==> src/rtl/core/hgl_pkg.sv <==
package hgl_pkg;

    // Width of one axial coordinate.
    localparam int CB = 5;
    // Width of the hex distance and of the step index.
    localparam int NB = CB + 1;
    // Width of the s coordinate and of the interpolation state.
    localparam int SB = CB + 2;
    // Width of the remainder update before its correction.
    localparam int TB = NB + 2;

    typedef enum logic [1:0] {
        ST_IDLE,
        ST_SETUP,
        ST_RUN
    } t_state;

    typedef struct packed {
        logic load;   // capture the endpoints of a new request
        logic setup;  // compute the distance and start the interpolation
        logic emit;   // move the current cell to the output and advance
    } t_dp_cmd;

    typedef struct packed {
        logic out_free;  // output register can take a cell this cycle
        logic at_last;   // current cell is the end cell
    } t_dp_stat;

    // Magnitude of a signed difference; it never reaches 2**NB.
    function automatic logic [NB-1:0] f_abs(input logic signed [SB-1:0] x);
        logic signed [SB-1:0] m;
        m = (x < 0) ? -x : x;
        return m[NB-1:0];
    endfunction

endpackage

==> src/rtl/core/hgl_axis.sv <==
module hgl_axis
    import hgl_pkg::*;
(
    input  logic                 i_clk,
    input  logic                 i_init,
    input  logic                 i_advance,
    input  logic signed [SB-1:0] i_start,
    input  logic signed [SB-1:0] i_delta,
    input  logic        [NB-1:0] i_n,
    input  logic                 i_tie_up,
    output logic signed [SB-1:0] o_value,
    output logic        [NB-1:0] o_err
);

    // The interpolated value is r_fl + r_rem / N with 0 <= r_rem < N.
    logic signed [SB-1:0] r_fl, n_fl;
    logic        [NB-1:0] r_rem, n_rem;
    logic signed [SB-1:0] r_d;

    logic signed [TB-1:0] w_t;
    logic signed [TB-1:0] w_n_ext;
    logic        [NB:0]   w_twice;
    logic                 w_up;

    assign w_t     = $signed({2'b00, r_rem}) + TB'(r_d);
    assign w_n_ext = $signed({2'b00, i_n});

    // The step never exceeds N in magnitude, so one correction suffices.
    always_comb begin
        n_fl  = r_fl;
        n_rem = r_rem;
        if (w_t < 0) begin
            n_fl  = r_fl - SB'(1);
            n_rem = NB'(w_t + w_n_ext);
        end else if (w_t >= w_n_ext) begin
            n_fl  = r_fl + SB'(1);
            n_rem = NB'(w_t - w_n_ext);
        end else begin
            n_rem = NB'(w_t);
        end
    end

    always_ff @(posedge i_clk) begin
        if (i_init) begin
            r_fl  <= i_start;
            r_rem <= '0;
            r_d   <= i_delta;
        end else if (i_advance) begin
            r_fl  <= n_fl;
            r_rem <= n_rem;
        end
    end

    // Round to nearest; the tie direction is chosen per axis.
    assign w_twice = {r_rem, 1'b0};
    assign w_up    = (i_n != '0) &&
                     (i_tie_up ? (w_twice >= {1'b0, i_n}) : (w_twice > {1'b0, i_n}));
    assign o_value = r_fl + $signed({{(SB-1){1'b0}}, w_up});
    assign o_err   = w_up ? (i_n - r_rem) : r_rem;

endmodule

==> src/rtl/core/hgl_datapath.sv <==
module hgl_datapath
    import hgl_pkg::*;
(
    input  logic                 i_clk,
    input  logic                 i_rst_n,
    input  t_dp_cmd              i_cmd,
    output t_dp_stat             o_stat,
    input  logic signed [CB-1:0] i_start_q,
    input  logic signed [CB-1:0] i_start_r,
    input  logic signed [CB-1:0] i_end_q,
    input  logic signed [CB-1:0] i_end_r,
    input  logic                 i_out_ready,
    output logic                 o_out_valid,
    output logic signed [CB-1:0] o_cell_q,
    output logic signed [CB-1:0] o_cell_r,
    output logic signed [SB-1:0] o_cell_s,
    output logic        [NB-1:0] o_step_index,
    output logic                 o_last_cell
);

    logic signed [CB-1:0] r_aq, r_ar, r_bq, r_br;
    logic        [NB-1:0] r_n;
    logic        [NB-1:0] r_i;

    logic signed [SB-1:0] w_aq, w_ar, w_as, w_bq, w_br, w_bs;
    logic signed [SB-1:0] w_dq, w_dr, w_ds;
    logic        [NB:0]   w_sum;

    logic signed [SB-1:0] w_qv, w_rv, w_sv;
    logic        [NB-1:0] w_eq, w_er, w_es;
    logic signed [SB-1:0] w_qf, w_rf, w_sf;

    logic                 r_out_valid;
    logic signed [CB-1:0] r_cell_q, r_cell_r;
    logic signed [SB-1:0] r_cell_s;
    logic        [NB-1:0] r_step;
    logic                 r_last;

    always_ff @(posedge i_clk) begin
        if (i_cmd.load) begin
            r_aq <= i_start_q;
            r_ar <= i_start_r;
            r_bq <= i_end_q;
            r_br <= i_end_r;
        end
    end

    assign w_aq = SB'(r_aq);
    assign w_ar = SB'(r_ar);
    assign w_bq = SB'(r_bq);
    assign w_br = SB'(r_br);
    assign w_as = -w_aq - w_ar;
    assign w_bs = -w_bq - w_br;
    assign w_dq = w_bq - w_aq;
    assign w_dr = w_br - w_ar;
    assign w_ds = w_bs - w_as;

    // Hex distance is half the sum of the three cube differences.
    assign w_sum = {1'b0, f_abs(w_dq)} + {1'b0, f_abs(w_dr)} + {1'b0, f_abs(w_ds)};

    always_ff @(posedge i_clk) begin
        if (i_cmd.setup) begin
            r_n <= w_sum[NB:1];
            r_i <= '0;
        end else if (i_cmd.emit) begin
            r_i <= r_i + NB'(1);
        end
    end

    hgl_axis u_axis_q (
        .i_clk     (i_clk),
        .i_init    (i_cmd.setup),
        .i_advance (i_cmd.emit),
        .i_start   (w_aq),
        .i_delta   (w_dq),
        .i_n       (r_n),
        .i_tie_up  (1'b1),
        .o_value   (w_qv),
        .o_err     (w_eq)
    );

    hgl_axis u_axis_r (
        .i_clk     (i_clk),
        .i_init    (i_cmd.setup),
        .i_advance (i_cmd.emit),
        .i_start   (w_ar),
        .i_delta   (w_dr),
        .i_n       (r_n),
        .i_tie_up  (1'b1),
        .o_value   (w_rv),
        .o_err     (w_er)
    );

    hgl_axis u_axis_s (
        .i_clk     (i_clk),
        .i_init    (i_cmd.setup),
        .i_advance (i_cmd.emit),
        .i_start   (w_as),
        .i_delta   (w_ds),
        .i_n       (r_n),
        .i_tie_up  (1'b0),
        .o_value   (w_sv),
        .o_err     (w_es)
    );

    // The component with the largest error is rebuilt from the other two; on a tie s is preferred over r, and r over q.
    always_comb begin
        w_qf = w_qv;
        w_rf = w_rv;
        w_sf = w_sv;
        if (w_eq > w_er && w_eq > w_es) begin
            w_qf = -w_rv - w_sv;
        end else if (w_er > w_es) begin
            w_rf = -w_qv - w_sv;
        end else begin
            w_sf = -w_qv - w_rv;
        end
    end

    always_ff @(posedge i_clk) begin
        if (!i_rst_n) begin
            r_out_valid <= 1'b0;
        end else if (i_cmd.emit) begin
            r_out_valid <= 1'b1;
        end else if (i_out_ready) begin
            r_out_valid <= 1'b0;
        end
    end

    always_ff @(posedge i_clk) begin
        if (i_cmd.emit) begin
            r_cell_q <= w_qf[CB-1:0];
            r_cell_r <= w_rf[CB-1:0];
            r_cell_s <= w_sf;
            r_step   <= r_i;
            r_last   <= (r_i == r_n);
        end
    end

    assign o_stat.out_free = !r_out_valid || i_out_ready;
    assign o_stat.at_last  = (r_i == r_n);

    assign o_out_valid  = r_out_valid;
    assign o_cell_q     = r_cell_q;
    assign o_cell_r     = r_cell_r;
    assign o_cell_s     = r_cell_s;
    assign o_step_index = r_step;
    assign o_last_cell  = r_last;

endmodule

==> src/rtl/core/hgl_ctrl.sv <==
module hgl_ctrl
    import hgl_pkg::*;
(
    input  logic     i_clk,
    input  logic     i_rst_n,
    input  logic     i_in_valid,
    input  t_dp_stat i_stat,
    output logic     o_in_ready,
    output t_dp_cmd  o_cmd
);

    t_state r_state, n_state;

    always_ff @(posedge i_clk) begin
        if (!i_rst_n) begin
            r_state <= ST_IDLE;
        end else begin
            r_state <= n_state;
        end
    end

    always_comb begin
        n_state = r_state;
        case (r_state)
            ST_IDLE: begin
                if (i_in_valid) begin
                    n_state = ST_SETUP;
                end
            end
            ST_SETUP: begin
                n_state = ST_RUN;
            end
            ST_RUN: begin
                if (i_stat.out_free && i_stat.at_last) begin
                    n_state = ST_IDLE;
                end
            end
            default: begin
                n_state = ST_IDLE;
            end
        endcase
    end

    // No request is taken while reset is held.
    always_comb begin
        o_in_ready = 1'b0;
        o_cmd      = '0;
        case (r_state)
            ST_IDLE: begin
                o_in_ready = i_rst_n;
                o_cmd.load = i_in_valid && i_rst_n;
            end
            ST_SETUP: begin
                o_cmd.setup = 1'b1;
            end
            ST_RUN: begin
                o_cmd.emit = i_stat.out_free;
            end
            default: begin
                o_in_ready = 1'b0;
            end
        endcase
    end

endmodule

==> src/rtl/core/hex_grid_line_draw.sv <==
// Channel Dir Handshake               Payload
// request in  i_in_valid/o_in_ready   i_start_q, i_start_r, i_end_q, i_end_r
// cell    out o_out_valid/i_out_ready o_cell_q, o_cell_r, o_cell_s, o_step_index, o_last_cell
//
// A request of hex distance N is first accepted, then N is computed, then its
// cells follow, one cell per cycle when the output is never stalled.
// The one-cell-per-cycle stepping of the three interpolators sets that rate.
// A stall on the cell channel holds the interpolators; no cell is lost.
// A new request is accepted while the end cell of the previous one still waits.
// Reset is synchronous and active low; it clears the controller and output valid.
module hex_grid_line_draw
    import hgl_pkg::*;
(
    input  logic                 i_clk,
    input  logic                 i_rst_n,
    input  logic                 i_in_valid,
    output logic                 o_in_ready,
    input  logic signed [CB-1:0] i_start_q,
    input  logic signed [CB-1:0] i_start_r,
    input  logic signed [CB-1:0] i_end_q,
    input  logic signed [CB-1:0] i_end_r,
    output logic                 o_out_valid,
    input  logic                 i_out_ready,
    output logic signed [CB-1:0] o_cell_q,
    output logic signed [CB-1:0] o_cell_r,
    output logic signed [SB-1:0] o_cell_s,
    output logic        [NB-1:0] o_step_index,
    output logic                 o_last_cell
);

    // The controller sequences accept, setup and emission. The datapath
    // holds the endpoints, the distance, three exact rational interpolators
    // (floor plus remainder over N) and the output register.
    t_dp_cmd  w_cmd;
    t_dp_stat w_stat;

    hgl_ctrl u_ctrl (
        .i_clk      (i_clk),
        .i_rst_n    (i_rst_n),
        .i_in_valid (i_in_valid),
        .i_stat     (w_stat),
        .o_in_ready (o_in_ready),
        .o_cmd      (w_cmd)
    );

    hgl_datapath u_datapath (
        .i_clk        (i_clk),
        .i_rst_n      (i_rst_n),
        .i_cmd        (w_cmd),
        .o_stat       (w_stat),
        .i_start_q    (i_start_q),
        .i_start_r    (i_start_r),
        .i_end_q      (i_end_q),
        .i_end_r      (i_end_r),
        .i_out_ready  (i_out_ready),
        .o_out_valid  (o_out_valid),
        .o_cell_q     (o_cell_q),
        .o_cell_r     (o_cell_r),
        .o_cell_s     (o_cell_s),
        .o_step_index (o_step_index),
        .o_last_cell  (o_last_cell)
    );

    // Every emitted cell lies on the cube plane q + r + s = 0.
    logic signed [SB-1:0] w_s_chk;
    assign w_s_chk = -SB'(o_cell_q) - SB'(o_cell_r);

    a_setup_follows_accept: assert property (@(posedge i_clk) disable iff (!i_rst_n)
        (i_in_valid && o_in_ready) |=> w_cmd.setup)
        else $error("setup did not follow an accepted request");

    a_idle_after_end_cell: assert property (@(posedge i_clk) disable iff (!i_rst_n)
        (w_cmd.emit && w_stat.at_last) |=> o_in_ready)
        else $error("not ready for a request after the end cell");

    a_emit_shows_cell: assert property (@(posedge i_clk) disable iff (!i_rst_n)
        w_cmd.emit |=> o_out_valid)
        else $error("emitted cell not shown on the output");

    a_cube_plane: assert property (@(posedge i_clk) disable iff (!i_rst_n)
        o_out_valid |-> (o_cell_s == w_s_chk))
        else $error("cell is off the cube plane");

endmodule
==> config.mk <==
export PLATFORM = sky130hd
export DESIGN_NAME = hex_grid_line_draw
export DESIGN_NICKNAME = d
export VERILOG_FILES = /design/src/rtl/core/hgl_pkg.sv /design/src/rtl/core/hgl_axis.sv /design/src/rtl/core/hgl_datapath.sv /design/src/rtl/core/hgl_ctrl.sv /design/src/rtl/core/hex_grid_line_draw.sv
export SDC_FILE = /design/constraint.sdc
export NUM_CORES = 1
export LEC_CHECK = 0
export BUFFER_PORTS_ARGS = -buffer_cell sky130_fd_sc_hd__buf_2
export CORE_UTILIZATION = 28
export DETAILED_ROUTE_END_ITERATION = 8
export SLEW_MARGIN = 10
export SYNTH_ARGS = -nofsm -noshare
export SYNTH_HDL_FRONTEND = slang
export SYNTH_SLANG_ARGS = --single-unit
==> constraint.sdc <==
create_clock -name i_clk -period 10.2 [get_ports i_clk]
set_input_delay 0.51 -clock i_clk [delete_from_list [all_inputs] [get_ports i_clk]]
set_output_delay 0.51 -clock i_clk [all_outputs]
set_load 0.02 [all_outputs]
* After elaboration in Yosys (flattened, before gate mapping)
Index checks and enable logic that the tools add are counted.
Widths: inputs -> output; s select.
** Cells by class
- $add $sub $neg :: 39
- $lt $le $gt $ge :: 15
- Equality and inequality tests :: 5
- Muxes and demuxes :: 38
- Reductions and logical operators :: 19
** Operators by type and width (number)
- $mux 7 :: 14
- $mux 6 :: 12
- $sub 6x6->6 :: 6
- $ge 8x7->1 :: 3
- $lt 8x1->1 const B :: 3
- $add 7x2->7 :: 3
- $add 7x2->7 const B :: 3
- $sub 7x2->7 const B :: 3
- $add 6x6->6 :: 3
- $gt 6x6->1 :: 3
- $neg 6->6 :: 3
- $add 7x6->8 :: 2
- $mux 5 :: 3
- $ge 7x6->1 :: 2
- $neg 5->7 :: 2
- $sub 7x5->7 :: 2
- $sub 7x7->7 :: 2
- $lt 6x1->1 const B :: 2
- $sub 5x5->6 :: 2
- $sub 5x5->5 :: 2
- $reduce_bool 3->1 :: 3
- $add 7x7->8 :: 1
- $reduce_and 2->1 :: 4
- $add 6x6->7 :: 1
- other kinds (20) :: 32
** Storage, ports and cells
- Bits in registers :: 117
- Input port bits :: 24
- Output and inout bits :: 26
- Logic and storage cells :: 138

* Longest topological paths before layout
- Word-level depth :: 7
- Gate-level depth with buffers :: 26

* Hierarchy
Synthesis repeated with hierarchy kept, for this count alone.
** Second synthesis, totals
- Cell total of the unflattened synthesis :: 1243
- Area total of the unflattened synthesis :: 11891.4 um^2
** Modules (own cells, without submodules)
- hgl_datapath :: times used 1, cells an instance 458, area an instance 4825.9 um^2
- hgl_axis at u_datapath.u_axis_q ... :: times used 2, cells an instance 248, area an instance 2273.4 um^2
- hgl_axis at u_datapath.u_axis_r :: times used 1, cells an instance 277, area an instance 2413.6 um^2
- hgl_ctrl :: times used 1, cells an instance 12, area an instance 105.1 um^2

* Least setup slack after synthesis
OpenSTA, ideal clock, no wires.
- Path type :: reg2reg
- Start point :: reg u_datapath.r_ar[1]
- End point :: reg u_datapath.r_n[5] (data pin)
- Arrival :: 5.254 ns
- Slack :: 4.684 ns
- Cell stages (with the launch flop) :: 27
- Buffers on the path :: 0
- Cells stage by stage :: edfxtp_1 ha_1 inv_1 ha_1 inv_1 fa_1 inv_1 a21o_1 a21oi_1 xnor2_1 fa_1 ha_1 ha_1 a21oi_1 o21ai_0 xnor2_1 xnor2_1 nor2_1 xnor2_1 fa_1 inv_1 ha_1 a21o_1 a21oi_1 o21bai_1 a21oi_1 xor2_1
** Between the ends
- Cells in the longest elaborated chain, start to end :: 5
- Elaborated cells between the ends (all ways) :: 11
- Those cells by class :: 7 x add/sub; 2 x order compare; 2 x mux
** Ends and longest elaborated chain
- from (decl) :: RTL line hgl_datapath.sv:21 : logic signed [CB-1:0] r_aq, r_ar, r_bq, r_br;
- from (signal assigned) :: RTL line hgl_datapath.sv:42 : r_ar <= i_start_r;
- $sub 7x5->7 or $sub 5x5->6 (tied branches) :: RTL line hgl_datapath.sv:52, hgl_datapath.sv:55
- $sub 7x7->7, or another cell as far along :: RTL line hgl_datapath.sv:56 : assign w_ds = w_bs - w_as;
- $neg 6->6, or another cell as far along :: RTL line hgl_pkg.sv:32 : m = (x < 0) ? -x : x;
- $mux 6 or $add 6x6->7 (tied branches) :: RTL line hgl_pkg.sv:32, hgl_datapath.sv:59
- $add 7x6->7 (*) :: RTL line hgl_datapath.sv:59 : assign w_sum = {1'b0, f_abs(w_dq)} + {1'b0, f_abs(w_dr)} + {1'b0, f_abs(w_ds)};
- via u_datapath.w_sum[6] :: RTL line hgl_datapath.sv:27 : logic [NB:0] w_sum;
- to (signal assigned) :: RTL line hgl_datapath.sv:63 : r_n <= w_sum[NB:1];
- to (decl) :: RTL line hgl_datapath.sv:22 : logic [NB-1:0] r_n;
Mark *: on every way through the listed nets, which the timed path passes. The rest lies on a longest branch.
A chain may end at the register's enable or synchronous reset.

* Worst setup path in the final report
Ends and elaborated chain as after synthesis.

==> metrics.txt <==
# TYPE chip_impl_metric gauge
chip_impl_metric{name="number_of_hold_buffers_added_after_cts",unit=""} 0
chip_impl_metric{name="detail_route.wirelength.met1",unit="um"} 14100
chip_impl_metric{name="final-setup-viol-count",unit=""} 0
chip_impl_info{name="path_common_cell",value="sky130_fd_sc_hd__ha_1"} 1
chip_impl_info{name="hold_path.class",value="in2reg"} 1
chip_impl_metric{name="crit_fanout",unit=""} 6
chip_impl_metric{name="port_buffers",unit=""} 49
chip_impl_metric{name="drt_first_pass_iters",unit=""} 5
chip_impl_info{name="ys.flop_type",value="sky130_fd_sc_hd__edfxtp_1"} 1
chip_impl_metric{name="number_of_synthesized_flops_with_an_enable_pin",unit=""} 90
chip_impl_metric{name="cts_sinks",unit=""} 117
chip_impl_metric{name="first_global_vias",unit=""} 8626
chip_impl_info{name="reg2reg_from",value="u_datapath.r_ar[1]$_DFFE_PP_"} 1
chip_impl_metric{name="drive_gt1_share",unit="%"} 8.81
chip_impl_metric{name="timing_hold_violations_final",unit=""} 0
chip_impl_metric{name="worst_path_arrival",unit="ns"} 6.16
chip_impl_metric{name="path_clk_slew",unit="ns"} 0.06
chip_impl_metric{name="maxCapViolCount",unit=""} 0
chip_impl_metric{name="drt-initial-drc-count",unit=""} 515
chip_impl_metric{name="final_net_count",unit=""} 1477
chip_impl_metric{name="die_width",unit="um"} 204
chip_impl_metric{name="postPlaceCellArea",unit="mm2"} 0.0123
chip_impl_metric{name="synth_seq_cells",unit=""} 117
chip_impl_metric{name="period_minus_slack",unit="ns"} 5.98
chip_impl_metric{name="globalplace.congestion",unit=""} 0.878
chip_impl_info{name="critPathLaunchType",value="flip-flop"} 1
chip_impl_metric{name="timing.critical_path.buf_inv",unit=""} 4
chip_impl_metric{name="tritoncts.num_buffers",unit=""} 17
chip_impl_metric{name="chipHeight",unit="um"} 204
chip_impl_info{name="slowest_stage",value="sky130_fd_sc_hd__fa_1"} 1
chip_impl_metric{name="antennaDiodeCount",unit=""} 0
chip_impl_metric{name="timing.final.max_slew_violations",unit=""} 0
chip_impl_metric{name="std_cell_rows",unit=""} 73
chip_impl_metric{name="totalNegativeSetupSlack",unit="ns"} 0
chip_impl_metric{name="max_slew.worst_pin.slew",unit="ns"} 1.08
chip_impl_metric{name="synth_fp_nets",unit=""} 1425
chip_impl_metric{name="yosysWarnings",unit=""} 0
chip_impl_metric{name="synthDistinctLibCells",unit=""} 70
chip_impl_metric{name="post-cts-setup-buffers",unit=""} 0
chip_impl_metric{name="clock_insertion_delay_at_the_later_pin_of_the_skew_report",unit="ns"} 0.44
chip_impl_info{name="critical-path-top-delay-family",value="adder cells"} 1
chip_impl_metric{name="hpwlAfterDp",unit="um"} 22500
chip_impl_metric{name="timing.final.crit_share",unit="%"} 58.6
chip_impl_metric{name="vias_per_cell",unit=""} 4.88
chip_impl_metric{name="cp.required",unit="ns"} 10.38
chip_impl_info{name="timing_worst_setup_path_type",value="reg2reg"} 1
chip_impl_metric{name="hold_slack",unit="ns"} 0.238
chip_impl_info{name="run_status",value="finished clean"} 1
chip_impl_metric{name="grt_start_max_net_pins",unit=""} 48
chip_impl_metric{name="drt-wirelength-per-cell",unit="um"} 16.2
chip_impl_metric{name="worst_clock_skew",unit="ns"} 0.0188
chip_impl_metric{name="async_flop_share",unit="%"} 0
chip_impl_metric{name="totalWireLength",unit="um"} 28700
chip_impl_metric{name="dr_total_vias",unit=""} 8655
chip_impl_metric{name="met3_wirelength",unit="um"} 1080
chip_impl_metric{name="achievable-frequency",unit="GHz"} 0.167
chip_impl_info{name="setup.worst_path.end_class",value="flip-flop"} 1
chip_impl_metric{name="clock_tree.buffer_depth",unit=""} 2
chip_impl_info{name="worst_setup_path_startpoint",value="u_datapath.r_ar[1]$_DFFE_PP_"} 1
chip_impl_metric{name="synth-seq-area-share",unit="%"} 28.4
chip_impl_metric{name="clock_tree.htree_level_count",unit=""} 4
chip_impl_metric{name="grt_first_pass_wirelength",unit="um"} 46100
chip_impl_info{name="cts_tree",value="yes"} 1
chip_impl_metric{name="design.die.area",unit="mm2"} 0.0415
chip_impl_metric{name="grt_remaining_overflow",unit=""} 0
chip_impl_metric{name="post_synth_inst_count",unit=""} 1183
chip_impl_info{name="maxUsedRoutingLayer",value="met4"} 1
chip_impl_info{name="rsz0062_at_grt",value="false"} 1
chip_impl_metric{name="ant_nets",unit=""} 0
chip_impl_metric{name="post_cts_resize_count",unit=""} 0
chip_impl_metric{name="io_pins",unit=""} 50
chip_impl_metric{name="grt.total_usage",unit="%"} 14.3
chip_impl_metric{name="layout-area-overhead-vs-synth",unit="%"} 13.1
chip_impl_metric{name="detailroute.wirelength.met2",unit="um"} 13100
chip_impl_metric{name="netlist_area",unit="mm2"} 0.0114
chip_impl_metric{name="floorplan.initialDensity",unit="%"} 28.6
chip_impl_metric{name="critical-path-max-stage-delay",unit="ns"} 0.53
chip_impl_info{name="min-delay-start",value="i_end_q[3]"} 1
chip_impl_metric{name="initial_antenna_violation_count",unit=""} 0
chip_impl_metric{name="finish.instance_area",unit="mm2"} 0.0129
chip_impl_info{name="clockRootBuffer",value="sky130_fd_sc_hd__clkbuf_16"} 1
chip_impl_metric{name="remaining_drc_errors",unit=""} 0
chip_impl_metric{name="syn-mean-instance-area",unit="um2"} 9.64
chip_impl_metric{name="placeableCoreArea",unit="mm2"} 0.0399
chip_impl_metric{name="slew-limit-headroom",unit="%"} 27.4
[cells by family (layout without fill, tap and decap cells)]
| group | count (synthesis) | in the layout | synth area share (%) |
|---|---|---|---|
| flops | 117 | 117 | 28.4 |
| fa+ha+maj | 218 | 218 | 26.1 |
| buf+inv | 149 | 214 | 4.94 |
| simple gates | 237 | 237 | 10.2 |
| mux | 36 | 36 | 3.20 |
| compound gates | 291 | 291 | 16.8 |
| xor+xnor | 135 | 135 | 10.4 |
[worst paths after layout]
path	slack (ns)	to	depth (start not counted)
worst max-delay path	4.22	u_datapath.r_n[5]$_DFFE_PP_	26
worst min-delay path	0.24	u_datapath.r_bq[3]$_DFFE_PP_	1
worst max register to register	4.22	u_datapath.r_n[5]$_DFFE_PP_	26
worst min register to register	0.53	u_datapath.o_step_index[5]$_DFFE_PP_	0
[cells in the mapped netlist, types with 19 or more instances]
library cell,count,area [um2]
sky130_fd_sc_hd__nand2_1,56,210
sky130_fd_sc_hd__a21o_1,51,383
sky130_fd_sc_hd__clkbuf_1,19,71.3
sky130_fd_sc_hd__xnor2_1,78,683
sky130_fd_sc_hd__fa_1,33,661
sky130_fd_sc_hd__inv_1,124,465
sky130_fd_sc_hd__edfxtp_1,90,2700
sky130_fd_sc_hd__xor2_1,57,499
sky130_fd_sc_hd__dfxtp_1,27,541
sky130_fd_sc_hd__ha_1,185,2310
sky130_fd_sc_hd__nand3_1,20,100
sky130_fd_sc_hd__o21ai_0,56,280
sky130_fd_sc_hd__a21oi_1,89,445
sky130_fd_sc_hd__nor2_1,69,259
sky130_fd_sc_hd__mux2i_1,32,320
[final cells by class]
| class | count | area, um2 |
|---|---|---|
| Fill cell | 4039 | 27000 |
| Multi-Input combinational cell | 917 | 7610 |
| Sequential cell | 117 | 3240 |
| Tap cell | 525 | 657 |
| Inverter | 126 | 473 |
| Clock buffer | 21 | 460 |
| Timing Repair Buffer | 56 | 298 |
| Clock inverter | 11 | 156 |
[layout by cell type, fill, tap and decap left out, types with 5 or more instances in the layout]
cell type / synthesis / final
sky130_fd_sc_hd__a21oi_1: 89 / 89
sky130_fd_sc_hd__a31oi_1: 14 / 14
sky130_fd_sc_hd__buf_4: 0 / 7
sky130_fd_sc_hd__edfxtp_1: 90 / 90
sky130_fd_sc_hd__xnor2_1: 78 / 78
sky130_fd_sc_hd__o21a_1: 10 / 10
sky130_fd_sc_hd__mux2i_1: 32 / 32
sky130_fd_sc_hd__o21ai_0: 56 / 56
sky130_fd_sc_hd__nand3_1: 20 / 20
sky130_fd_sc_hd__nand2_1: 56 / 56
sky130_fd_sc_hd__nor2b_1: 17 / 17
sky130_fd_sc_hd__nand4_1: 8 / 8
sky130_fd_sc_hd__fa_1: 33 / 33
sky130_fd_sc_hd__o21bai_1: 16 / 16
sky130_fd_sc_hd__and3_1: 8 / 8
sky130_fd_sc_hd__ha_1: 185 / 185
sky130_fd_sc_hd__xor2_1: 57 / 57
sky130_fd_sc_hd__dfxtp_1: 27 / 27
sky130_fd_sc_hd__a211oi_1: 6 / 5
sky130_fd_sc_hd__clkbuf_16: 0 / 17
sky130_fd_sc_hd__nor3_1: 16 / 16
sky130_fd_sc_hd__nor3b_1: 6 / 6
sky130_fd_sc_hd__nand2b_1: 15 / 15
sky130_fd_sc_hd__buf_2: 3 / 49
sky130_fd_sc_hd__a21o_1: 51 / 51
sky130_fd_sc_hd__nor2_1: 69 / 69
sky130_fd_sc_hd__inv_1: 124 / 122
[layer usage]
metal  vias up  track usage, %
met5         -               0
met4         0            4.22
met3        26            2.22
met2       179            23.1
met1      4124            19.5
li1       4326               -
[worst reg2reg max path, delay by kind of cell (launching register included)]
kind            cells  cell delay (ns)
xor+xnor            5             1.04
simple gates        1             0.11
fa+ha+maj           8             2.81
buf+inv             4             0.27
compound gates      8             1.10
flops               1             0.39
[through the flow]
step / utilization (%) / std cells / setup WS (ns)
CTS: 32.3 / 1773 / 4.23
global route: 32.3 / 1773 / 3.77
detailed placement: 30.8 / 1741 / 4.27
global placement: 30.8 / 1741 / 4.36
floorplan: - / 1183 / 4.68
finish: 32.3 / 1773 / 4.22
[state kept, by name, summed over array words and instances (netlist names), 7 cells and up]
signal	cells
u_datapath.o_cell_s	7
u_datapath.u_axis_q.r_fl	7
u_datapath.u_axis_s.r_d	7
u_datapath.u_axis_s.r_fl	7
u_datapath.u_axis_r.r_fl	7
Power is left out: the tool's default activity adds up to more than one toggle a clock period on the data nets, which glitch-free logic cannot reach.
